[config.mk]
export PLATFORM = sky130hd
export DESIGN_NAME = pulse_period_tachometer_top
export DESIGN_NICKNAME = d
export VERILOG_FILES = /design/src/sv/ppt_pkg.sv /design/src/sv/ppt_ctrl.sv /design/src/sv/ppt_dp.sv /design/src/sv/pulse_period_tachometer_top.sv
export SDC_FILE = /design/constraint.sdc
export NUM_CORES = 1
export LEC_CHECK = 0
export ABC_AREA = 1
export BUFFER_PORTS_ARGS = -buffer_cell sky130_fd_sc_hd__buf_2
export CORE_AREA = 3 3 268 270
export CTS_CLUSTER_DIAMETER = 150
export DETAILED_ROUTE_END_ITERATION = 12
export DIE_AREA = 0 0 271 273
export PLACE_DENSITY = 0.51
export SLEW_MARGIN = 20
export SYNTH_ARGS = -nofsm -noshare
export SYNTH_HDL_FRONTEND = slang
export SYNTH_SLANG_ARGS = --single-unit
[constraint.sdc]
create_clock -name clock -period 9.45 [get_ports clock]
set_input_delay 1.4175 -clock clock [delete_from_list [all_inputs] [get_ports clock]]
set_output_delay 1.4175 -clock clock [all_outputs]
set_load 0.02 [all_outputs]
[src/sv/ppt_pkg.sv]
package ppt_pkg;

   localparam int DATA_BITS        = 32;
   localparam int TIMER_VALUE_BITS = 16;
   localparam int TIMER_HIGH_BITS  = 16;
   localparam int TIMEOUT_BITS     = 16;
   localparam int OP_BITS          = 2;
   localparam int CSR_INDEX_BITS   = 2;

   localparam int DEF_TIMER_BITS   = 16;

   localparam int DIV_STEPS        = DATA_BITS;
   localparam int STEP_BITS        = $clog2(DIV_STEPS);

   localparam int REQ_TDATA_BITS   = 16;
   localparam int REQ_TUSER_BITS   = OP_BITS;
   localparam int RSP_TDATA_BITS   = 3 * DATA_BITS;
   localparam int RSP_TUSER_BITS   = 2;

   localparam logic [DATA_BITS-1:0]    RST_MIN_INTERVAL  = 32'd250;
   localparam logic [TIMEOUT_BITS-1:0] RST_TIMEOUT_LIMIT = 16'd20;
   localparam logic [DATA_BITS-1:0]    RST_SPEED_SCALE   = 32'd37500000;

   localparam logic [CSR_INDEX_BITS-1:0] CSR_MIN_INTERVAL  = 2'd0;
   localparam logic [CSR_INDEX_BITS-1:0] CSR_TIMEOUT_LIMIT = 2'd1;
   localparam logic [CSR_INDEX_BITS-1:0] CSR_SPEED_SCALE   = 2'd2;

   typedef enum logic [OP_BITS-1:0] {
      OP_FETCH    = 2'd0,
      OP_OVERFLOW = 2'd1,
      OP_PULSE    = 2'd2
   } op_type;

   typedef struct packed {
      logic fetch;
      logic overflow;
      logic capture;
      logic evaluate;
      logic div_step;
      logic commit;
   } cmd_type;

   typedef struct packed {
      logic divide;
   } status_type;

endpackage

[src/sv/ppt_ctrl.sv]
module ppt_ctrl (
   input  logic                clock,
   input  logic                reset,
   input  logic                req_tvalid,
   output logic                req_tready,
   input  ppt_pkg::op_type     req_op,
   output logic                rsp_tvalid,
   input  logic                rsp_tready,
   input  ppt_pkg::status_type status,
   output ppt_pkg::cmd_type    cmd
);
   import ppt_pkg::*;

   typedef enum logic [1:0] {
      ST_IDLE,
      ST_EVAL,
      ST_DIVIDE,
      ST_COMMIT
   } state_type;

   state_type            state_ff, state_in;
   logic                 rsp_tvalid_ff, rsp_tvalid_in;
   logic [STEP_BITS-1:0] step_ff, step_in;
   logic                 accept;

   always_comb begin
      req_tready    = (state_ff == ST_IDLE) && (!rsp_tvalid_ff || rsp_tready);
      accept        = req_tvalid && req_tready;
      state_in      = state_ff;
      step_in       = step_ff;
      rsp_tvalid_in = rsp_tvalid_ff && !rsp_tready;
      cmd           = '0;
      unique case (state_ff)
         ST_IDLE: begin
            if (accept) begin
               unique case (req_op)
                  OP_FETCH: begin
                     cmd.fetch     = 1'b1;
                     rsp_tvalid_in = 1'b1;
                  end
                  OP_OVERFLOW: cmd.overflow = 1'b1;
                  OP_PULSE: begin
                     cmd.capture = 1'b1;
                     state_in    = ST_EVAL;
                  end
                  default: ;
               endcase
            end
         end
         ST_EVAL: begin
            cmd.evaluate = 1'b1;
            step_in      = '0;
            state_in     = status.divide ? ST_DIVIDE : ST_IDLE;
         end
         ST_DIVIDE: begin
            cmd.div_step = 1'b1;
            step_in      = step_ff + STEP_BITS'(1);
            if (step_ff == STEP_BITS'(DIV_STEPS - 1)) begin
               state_in = ST_COMMIT;
            end
         end
         ST_COMMIT: begin
            cmd.commit = 1'b1;
            state_in   = ST_IDLE;
         end
         default: state_in = ST_IDLE;
      endcase
   end

   always_ff @(posedge clock) begin
      if (reset) begin
         state_ff      <= ST_IDLE;
         rsp_tvalid_ff <= 1'b0;
         step_ff       <= '0;
      end else begin
         state_ff      <= state_in;
         rsp_tvalid_ff <= rsp_tvalid_in;
         step_ff       <= step_in;
      end
   end

   assign rsp_tvalid = rsp_tvalid_ff;

endmodule

[src/sv/ppt_dp.sv]
module ppt_dp #(
   parameter int TIMER_BITS = ppt_pkg::DEF_TIMER_BITS
) (
   input  logic                                   clock,
   input  logic                                   reset,
   input  logic                                   csr_write,
   input  logic [ppt_pkg::CSR_INDEX_BITS-1:0]     csr_index,
   input  logic [ppt_pkg::DATA_BITS-1:0]          csr_data,
   input  logic [ppt_pkg::TIMER_VALUE_BITS-1:0]   timer_value,
   input  ppt_pkg::cmd_type                       cmd,
   output ppt_pkg::status_type                    status,
   output logic                                   new_value,
   output logic                                   is_stopped,
   output logic [ppt_pkg::DATA_BITS-1:0]          period_ticks,
   output logic [ppt_pkg::DATA_BITS-1:0]          speed,
   output logic [ppt_pkg::DATA_BITS-1:0]          held_speed
);
   import ppt_pkg::*;

   localparam int LowBits  = (TIMER_BITS < TIMER_VALUE_BITS) ? TIMER_BITS : TIMER_VALUE_BITS;
   localparam logic [TIMER_VALUE_BITS-1:0] LowMask =
      TIMER_VALUE_BITS'((64'd1 << LowBits) - 64'd1);

   // configuration
   logic [DATA_BITS-1:0]    min_interval_ff;
   logic [TIMEOUT_BITS-1:0] timeout_limit_ff;
   logic [DATA_BITS-1:0]    speed_scale_ff;

   // tachometer state
   logic [TIMER_HIGH_BITS-1:0] timer_high_ff, timer_high_in;
   logic [DATA_BITS-1:0]       ref_time_ff, ref_time_in;
   logic                       first_mode_ff, first_mode_in;
   logic                       waiting_ff, waiting_in;
   logic [TIMEOUT_BITS-1:0]    ovf_count_ff, ovf_count_in;
   logic [DATA_BITS-1:0]       pend_period_ff, pend_period_in;
   logic [DATA_BITS-1:0]       pend_speed_ff, pend_speed_in;
   logic                       pend_valid_ff, pend_valid_in;
   logic                       pend_stop_ff, pend_stop_in;
   logic [DATA_BITS-1:0]       latched_ff, latched_in;

   // pulse and divider working registers
   logic [DATA_BITS-1:0] stamp_ff, interval_ff;
   logic [DATA_BITS-1:0] rem_ff, quot_ff, divisor_ff;

   // response payload
   logic                 out_new_ff, out_stop_ff;
   logic [DATA_BITS-1:0] out_period_ff, out_speed_ff, out_held_ff;

   logic [DATA_BITS-1:0]    stamp;
   logic [TIMEOUT_BITS-1:0] ovf_next;
   logic [DATA_BITS+1:0]    trial;

   // a shift by the full width leaves no high part
   assign stamp    = (DATA_BITS'(timer_high_ff) << TIMER_BITS) |
                     DATA_BITS'(timer_value & LowMask);
   assign ovf_next = ovf_count_ff + TIMEOUT_BITS'(1);

   // one restoring step: borrow in the top bit means the divisor did not fit
   assign trial = {1'b0, rem_ff, quot_ff[DATA_BITS-1]} - {2'b00, divisor_ff};

   assign status.divide = !first_mode_ff && (interval_ff >= min_interval_ff);

   always_comb begin
      timer_high_in  = timer_high_ff;
      ref_time_in    = ref_time_ff;
      first_mode_in  = first_mode_ff;
      waiting_in     = waiting_ff;
      ovf_count_in   = ovf_count_ff;
      pend_period_in = pend_period_ff;
      pend_speed_in  = pend_speed_ff;
      pend_valid_in  = pend_valid_ff;
      pend_stop_in   = pend_stop_ff;
      latched_in     = latched_ff;

      if (cmd.overflow) begin
         timer_high_in = timer_high_ff + TIMER_HIGH_BITS'(1);
         if (waiting_ff) begin
            ovf_count_in = ovf_next;
            if (ovf_next >= timeout_limit_ff) begin
               first_mode_in = 1'b1;
               waiting_in    = 1'b0;
               ovf_count_in  = '0;
               pend_stop_in  = 1'b1;
               pend_valid_in = 1'b1;
            end
         end
      end

      if (cmd.evaluate && first_mode_ff) begin
         first_mode_in = 1'b0;
         ref_time_in   = stamp_ff;
         waiting_in    = 1'b1;
         ovf_count_in  = '0;
         pend_stop_in  = 1'b0;
      end

      if (cmd.commit) begin
         pend_period_in = interval_ff;
         pend_speed_in  = quot_ff;
         pend_valid_in  = 1'b1;
         pend_stop_in   = 1'b0;
         ref_time_in    = stamp_ff;
         ovf_count_in   = '0;
      end

      if (cmd.fetch && pend_valid_ff) begin
         latched_in    = pend_stop_ff ? '0 : pend_speed_ff;
         pend_valid_in = 1'b0;
         pend_stop_in  = 1'b0;
      end
   end

   always_ff @(posedge clock) begin
      if (reset) begin
         min_interval_ff  <= RST_MIN_INTERVAL;
         timeout_limit_ff <= RST_TIMEOUT_LIMIT;
         speed_scale_ff   <= RST_SPEED_SCALE;
      end else if (csr_write) begin
         unique case (csr_index)
            CSR_MIN_INTERVAL:  min_interval_ff  <= csr_data;
            CSR_TIMEOUT_LIMIT: timeout_limit_ff <= csr_data[TIMEOUT_BITS-1:0];
            CSR_SPEED_SCALE:   speed_scale_ff   <= csr_data;
            default: ;
         endcase
      end
   end

   always_ff @(posedge clock) begin
      if (reset) begin
         timer_high_ff  <= '0;
         ref_time_ff    <= '0;
         first_mode_ff  <= 1'b1;
         waiting_ff     <= 1'b0;
         ovf_count_ff   <= '0;
         pend_period_ff <= '0;
         pend_speed_ff  <= '0;
         pend_valid_ff  <= 1'b0;
         pend_stop_ff   <= 1'b0;
         latched_ff     <= '0;
      end else begin
         timer_high_ff  <= timer_high_in;
         ref_time_ff    <= ref_time_in;
         first_mode_ff  <= first_mode_in;
         waiting_ff     <= waiting_in;
         ovf_count_ff   <= ovf_count_in;
         pend_period_ff <= pend_period_in;
         pend_speed_ff  <= pend_speed_in;
         pend_valid_ff  <= pend_valid_in;
         pend_stop_ff   <= pend_stop_in;
         latched_ff     <= latched_in;
      end
   end

   always_ff @(posedge clock) begin
      if (cmd.capture) begin
         stamp_ff    <= stamp;
         interval_ff <= stamp - ref_time_ff;
      end
      if (cmd.evaluate) begin
         rem_ff     <= '0;
         quot_ff    <= speed_scale_ff;
         divisor_ff <= interval_ff;
      end else if (cmd.div_step) begin
         // a zero divisor always fits, so the quotient saturates to all ones
         if (!trial[DATA_BITS+1]) begin
            rem_ff <= trial[DATA_BITS-1:0];
         end else begin
            rem_ff <= {rem_ff[DATA_BITS-2:0], quot_ff[DATA_BITS-1]};
         end
         quot_ff <= {quot_ff[DATA_BITS-2:0], !trial[DATA_BITS+1]};
      end
      if (cmd.fetch) begin
         out_new_ff    <= pend_valid_ff;
         out_stop_ff   <= pend_valid_ff && pend_stop_ff;
         out_period_ff <= pend_valid_ff ? pend_period_ff : '0;
         out_speed_ff  <= pend_valid_ff ? pend_speed_ff : '0;
         out_held_ff   <= latched_in;
      end
   end

   assign new_value    = out_new_ff;
   assign is_stopped   = out_stop_ff;
   assign period_ticks = out_period_ff;
   assign speed        = out_speed_ff;
   assign held_speed   = out_held_ff;

endmodule

[src/sv/pulse_period_tachometer_top.sv]
// Pulse-period tachometer.
// req channel: one beat per event; tuser carries the operation (fetch, timer
// overflow, sensor pulse), tdata the 16-bit timer capture used by pulses.
// rsp channel: one beat per fetch, none for overflows or pulses.
// csr channel: register writes (min_interval, timeout_limit, speed_scale),
// always ready; write only while the block is idle.
// Timing: a fetch or overflow does not occupy the block; a fetch beat appears
// on rsp the cycle after it is accepted. A pulse occupies the block through
// capture, compare, 32 steps of the radix-2 divider and commit when it yields a
// new period, and through capture and compare otherwise; req_tready is low meanwhile.
// A response waits in the output register while the receiver stalls; a
// request beat is still taken if the receiver takes the waiting
// response in the same cycle, otherwise req_tready stays low.
// Reset (synchronous) restores the register defaults, clears the timestamp,
// pending result and held speed, and re-arms first-pulse mode.
module pulse_period_tachometer_top #(
   parameter int TIMER_BITS = ppt_pkg::DEF_TIMER_BITS
) (
   input  logic                                 clock,
   input  logic                                 reset,
   input  logic                                 req_tvalid,
   output logic                                 req_tready,
   input  logic [ppt_pkg::REQ_TDATA_BITS-1:0]   req_tdata,  // [15:0] timer_value
   input  logic [ppt_pkg::REQ_TUSER_BITS-1:0]   req_tuser,  // [1:0] operation
   output logic                                 rsp_tvalid,
   input  logic                                 rsp_tready,
   // [31:0] period_ticks, [63:32] speed, [95:64] held_speed
   output logic [ppt_pkg::RSP_TDATA_BITS-1:0]   rsp_tdata,
   output logic [ppt_pkg::RSP_TUSER_BITS-1:0]   rsp_tuser,  // [0] new_value, [1] is_stopped
   input  logic                                 csr_valid,
   output logic                                 csr_ready,
   input  logic [ppt_pkg::CSR_INDEX_BITS-1:0]   csr_index,
   input  logic [ppt_pkg::DATA_BITS-1:0]        csr_data
);
   import ppt_pkg::*;

   cmd_type              cmd;
   status_type           status;
   logic                 new_value, is_stopped;
   logic [DATA_BITS-1:0] period_ticks, speed, held_speed;

   assign csr_ready = 1'b1;

   ppt_ctrl u_ctrl (
      .clock      (clock),
      .reset      (reset),
      .req_tvalid (req_tvalid),
      .req_tready (req_tready),
      .req_op     (op_type'(req_tuser)),
      .rsp_tvalid (rsp_tvalid),
      .rsp_tready (rsp_tready),
      .status     (status),
      .cmd        (cmd)
   );

   ppt_dp #(
      .TIMER_BITS (TIMER_BITS)
   ) u_dp (
      .clock        (clock),
      .reset        (reset),
      .csr_write    (csr_valid && csr_ready),
      .csr_index    (csr_index),
      .csr_data     (csr_data),
      .timer_value  (req_tdata[TIMER_VALUE_BITS-1:0]),
      .cmd          (cmd),
      .status       (status),
      .new_value    (new_value),
      .is_stopped   (is_stopped),
      .period_ticks (period_ticks),
      .speed        (speed),
      .held_speed   (held_speed)
   );

   assign rsp_tdata = {held_speed, speed, period_ticks};
   assign rsp_tuser = {is_stopped, new_value};

endmodule

### After elaboration in Yosys (flattened, before gate mapping)

Index checks and enable logic that the tools add are counted.

| operators by class | value |
|---|---|
| eq/ne operators | 11 |
| divide/modulo/power cells | 0 |
| add/sub/neg operators | 5 |
| mux-type cells | 34 |
| bitwise logic cells | 1 |
| shift-type cells | 0 |
| reductions and logical operators | 35 |
| multipliers | 0 |
| $lt $le $gt $ge | 2 |

Operators by type and width:

| cell | count |
|---|---|
| two-way mux 32 bit | 7 |
| subtractor 33 x 32 -> 34 bit | 1 |
| adder 16 x 1 -> 16 bit (second input constant) | 2 |
| greater-or-equal comparator 32 bit | 1 |
| OR 32 x 16 -> 32 bit | 1 |
| subtractor 32 bit | 1 |
| two-way mux 1 bit | 18 |
| nonzero test 2 bit | 9 |
| greater-or-equal comparator 16 bit | 1 |
| two-way mux 16 bit | 1 |
| AND reduction 3 bit | 4 |
| case mux 5 bit (2 select lines) | 1 |
| equality test 2 bit (second input constant) | 4 |
| two-way mux 2 bit | 4 |
| case mux 2 bit (4 select lines) | 1 |
| AND reduction 2 bit | 4 |
| logical AND 1 bit | 7 |
| equality test 2 x 1 -> 1 bit (second input constant) | 3 |
| logical NOT 2 bit | 3 |
| two-way mux 3 bit | 2 |
| adder 5 x 1 -> 5 bit (second input constant) | 1 |
| equality test 5 bit (second input constant) | 1 |
| logical NOT 1 bit | 4 |
| != test 2 x 1 -> 1 bit (second input constant) | 2 |
| other kinds (5) | 5 |

| storage, ports and cells | value |
|---|---|
| register bits after elaboration | 510 |
| bits in writable memories | 0 |
| memories | 0 |
| ROM bits | 0 |
| bits in latches | 0 |
| logic and storage cells | 114 |

### Logic depth before layout (Yosys ltp)

| depth | value |
|---|---|
| depth in word-level cells | 8 |
| gate-level depth with buffers | 20 |
| depth with buffers taken out | 20 |

### Cells and area by module

A second synthesis with hierarchy kept.

| second synthesis, totals | value |
|---|---|
| cells, all modules | 2944 |
| area, all modules | 24330.8 um^2 |

Modules (own cells, without submodules):

| module | sequential area each (um^2) | instances | cells each | area each (um^2) |
|---|---|---|---|---|
| ppt_dp | 12311.8 | 1 | 2873 | 23810.3 |
| ppt_ctrl | 160.2 | 1 | 67 | 494.2 |
| pulse_period_tachometer_top | 0.0 | 1 | 4 | 26.3 |

### Least setup slack after synthesis

OpenSTA, ideal clock, no wires.

| timing | value |
|---|---|
| kind | input port to flip-flop |
| start | input port rsp_tready |
| end | register with a tool-made name |
| setup time | 132 ps |
| cell stages on the path | 7 |
| setup slack | 2317 ps |
| data arrival time | 7001 ps |
| path buffers | 0 |
| cell sequence | nor2_1 > nor2_4 > nand2_4 > nor3_1 > o22ai_1 > o21ai_0 > a21oi_1 |

RTL lines:

| element | line | text |
|---|---|---|
| start, declared | pulse_period_tachometer_top.sv:26 | `input logic rsp_tready,` |

### Worst setup path in the final report

| timing | value |
|---|---|
| start | register u_dp.ovf_count_ff[0] |
| end | register u_dp.ovf_count_ff[1] |

| on the way | value |
|---|---|
| word-level cells in the longest chain between the ends | 3 |

Ends and longest elaborated chain:

| element | line | text |
|---|---|---|
| start, declared | ppt_dp.sv:34 | `logic [TIMEOUT_BITS-1:0] ovf_count_ff, ovf_count_in;` |
| start signal, assigned | ppt_dp.sv:145 | `ovf_count_ff <= ovf_count_in;` |
| adder 16 x 1 -> 16 bit (*) | ppt_dp.sv:56 | `assign ovf_next = ovf_count_ff + TIMEOUT_BITS'(1);` |
| greater-or-equal comparator 16 bit | ppt_dp.sv:79 | `if (ovf_next >= timeout_limit_ff) begin` |
| two-way mux 16 bit (*) | ppt_dp.sv:79 |  |

Mark *: on every way between the ends. The rest lies on a longest branch, timed or not.
A chain may end at the register's enable or synchronous reset.

==> results.md <==
- Core area: approximately 0.07 mm2
- ANT cells: 0
- First-pass GRT wire length: about 110 mm
- # rows: just under 100
- Hold buffer count at CTS: 0
- Vias in the first global route: 18700
- Commonest cells in the netlist: nand2_1 (697), inv_1 (395), nor2_1 (300)
- Overflow after GRT: 0
- Final Skew: 0.0232 ns
- R2R Path End: u_dp.ovf_count_ff[1]$_SDFFE_PP0P_
- Unrepaired setup endpoints after global routing: false
- Most numerous cell in the Yosys netlist: nand2_1
- DRC Markers: 0
- Synth area leaders: edfxtp_1 (28%), dfxtp_1 (23%), nand2_1 (11%)
- Clk buf depth: 3
- Post-synth ARST share: 0%
- Pleak: roughly 13 nW
- CP Capture Point: u_dp.ovf_count_ff[1]$_SDFFE_PP0P_
- Post-synth top area share: 27.8%
- Later-pin clock latency in the skew report: roughly 0.62 ns
- Max H-tree Level: 2
- Top FF cell, synth: dfxtp_1
- Final worst slack: 5.84 ns
- CP Data Arrival Time: 4.09 ns
- Clk root buf: clkbuf_16
- Area growth syn-to-layout: 14.3%
- Total GRT Usage: ~18%
- Die height: 273 um
- Pwr dens: 196 mW/mm2
- Antenna Violating Nets Remaining: 0
- TritonCTS clock tree: yes
- Total die area: 0.0740 mm2
- Initial Utilization: around a third
- Initial antenna violation count: 0
- Largest area contributor in the netlist: edfxtp_1
- Max Freq: 277 MHz
- Worst vdd ir: 137 uV
- Post-Synthesis Cells: 2956
- Worst EP required: 9.93 ns
- Endpoints failing hold: 0
- Critical path endpoint category: register
- I/O Buffers: around 160
- Critical Path Source Type: register
- #FFs+latches synth: 510
- Post-CTS sizing: 0
- R2R depth: 19
- CP Launch Point: u_dp.ovf_count_ff[0]$_SDFFE_PP0P_
- Largest net degree at the start of global routing: 114
- Max_slew headroom: 27.0%
- Reg2Reg Launch Point: u_dp.ovf_count_ff[0]$_SDFFE_PP0P_
- Iter 0 DRT Violations: about 1400
- Setup WS pre-CTS: 5.46 ns
- Net count, final: 3256
- Clk pin slew, worst setup/hold paths: 0.06 ns
- Drt via density: 4.81
- EDFF count, synth: 226
- Setup bufs post-CTS: 0
- Worst-margin pin slew: 1.09 ns
- Flop2flop setup slack: 5.84 ns
- Outcome: completed
- Setup CP Type: register to register
- Final setup fails: 0
- Post-Syn Nets: 3134
- I/O Pins: 158
- Worst-path fanout max: 14
- DRT Pass-1 Iters: 5
- Fraction of final layout cells with drive strength greater than 1: between 10% and 20%
- Max_cap viols: 0
- Die Wd: 271 um
- CTS sink cnt: 510
- Syn Std Cell Area: 0.0244 mm2
- Worst hold path type: register to register
- Library cells used by synthesis: 48
- Setup TNS: 0 ns
- Final period utilization: a little under two fifths
- Drt wl/cell: 16.8 um
- Final WL: 68.4 mm
- Final min period: between 3 and 4 ns
- Fin. max-slew vios: 0
- Via count: 19600
- GP Congestion: 0.856
- Mean Syn Cell Area: 8.24 um2
- Cts bufs inserted: 55
- Register area share after synthesis: 51.2%
- Yosys warnings: 0
- Hpwl dp: slightly below 50 mm
## metal layers
layer / wire (um) / GRT usage [%] / vias up
met1: 32300 / 25.1 / 9163
met4: 2020 / 5.71 / 0
met5: 0 / 0 / -
met3: 3280 / 2.64 / 112
li1: - / - / 9844
met2: 30800 / 29.0 / 440
## power breakdown
| group | switching, mW | internal, mW |
|---|---|---|
| sequential | 0.0616 | 2.45 |
| clock | 0.912 | 1.26 |
| combinational | 0.527 | 0.233 |
## registers in the layout, summed over array words and instances, names as in the netlist, 16 cells and up, named ones only
signal,flops
u_dp.quot_ff,32
u_dp.speed,32
u_dp.timer_high_ff,16
u_dp.timeout_limit_ff,16
u_dp.latched_ff,32
u_dp.divisor_ff,32
u_dp.speed_scale_ff,32
u_dp.pend_period_ff,32
u_dp.period_ticks,32
u_dp.min_interval_ff,32
u_dp.stamp_ff,32
u_dp.pend_speed_ff,32
u_dp.interval_ff,32
u_dp.ref_time_ff,32
u_dp.ovf_count_ff,16
u_dp.rem_ff,32
u_dp.held_speed,32
## through the flow
stage               util (%)  instances  hold WS (ns)  total power [mW]  instance area [um2]
global route            39.9       4065         0.473              5.71                27800
finish                  39.9       4065         0.458              5.45                27800
CTS                     39.9       4065         0.460              5.52                27800
global placement        37.3       3961         0.443              3.32                26000
floorplan                  -       2956         0.426              3.07                24400
detailed placement      37.3       3961         0.443              3.33                26000
## layout by cell type (no fill, tap or decap), types with 7 or more instances in the layout
cell       instances
xor2_1            31
nor2_2             7
a21oi_2            7
a21oi_1          233
inv_2             12
o21bai_1           7
nand3b_1          28
buf_2            156
o211ai_1           9
clkinv_1          12
ha_1             116
nor3_1            35
buf_4             15
clkbuf_16         56
nand2_1          697
o21ai_0          209
clkinv_2           7
xnor2_1           20
dfxtp_1          283
nand2_2            9
nor2_1           299
inv_1            393
edfxtp_1         226
nand3_1          137
clkbuf_1          19
nand4_1           24
## worst max-delay path, cell delays in order, from the launching register on
cell	delay, ns
dfxtp_1	0.40
ha_1	0.20
nand2_1	0.08
inv_1	0.08
nand3_1	0.13
nor3_2	0.20
nand4_1	0.21
nor2_1	0.17
xor2_1	0.19
inv_1	0.09
ha_1	0.27
nand2_1	0.05
inv_1	0.05
nand3_1	0.08
nor3_1	0.21
o21ai_0	0.13
nand3_1	0.17
nand2_1	0.30
nand2_2	0.37
nor3_1	0.09
## kinds of logic after synthesis
group / Yosys count / synth area share (%)
xor gates and xnor gates: 51 / 1.83
adders and majority gates: 121 / 6.27
and+or+nand+nor: 1264 / 21.9
buffers and inverters: 519 / 8.30
DFF: 510 / 51.2
AOI/OAI and AO/OA: 490 / 10.6
other: 1 / 0.0154
## worst min path at each step
stage	from	to	slack, ns	depth (start not counted)
floorplan	u_dp.interval_ff[0]$_DFFE_PP_	u_dp.divisor_ff[0]$_DFFE_PP_	0.43	0
global placement	u_dp.speed_scale_ff[25]$_SDFFE_PP1P_	u_dp.speed_scale_ff[25]$_SDFFE_PP1P_	0.44	2
detailed placement	u_dp.speed_scale_ff[6]$_SDFFE_PP1P_	u_dp.speed_scale_ff[6]$_SDFFE_PP1P_	0.44	2
CTS	u_dp.speed_scale_ff[6]$_SDFFE_PP1P_	u_dp.speed_scale_ff[6]$_SDFFE_PP1P_	0.46	2
global route	u_dp.interval_ff[0]$_DFFE_PP_	u_dp.divisor_ff[0]$_DFFE_PP_	0.47	0
finish	u_dp.min_interval_ff[27]$_SDFFE_PP0P_	u_dp.min_interval_ff[27]$_SDFFE_PP0P_	0.46	2
## layout make-up
class	count	area, um2
Fill cell	7036	41900
Clock buffer	81	1560
Timing Repair Buffer	171	893
Sequential cell	510	12500
Clock inverter	23	292
Tap cell	940	1180
Inverter	413	1550
Multi-Input combinational cell	1927	9910
(Power assumes the default switching activity.)
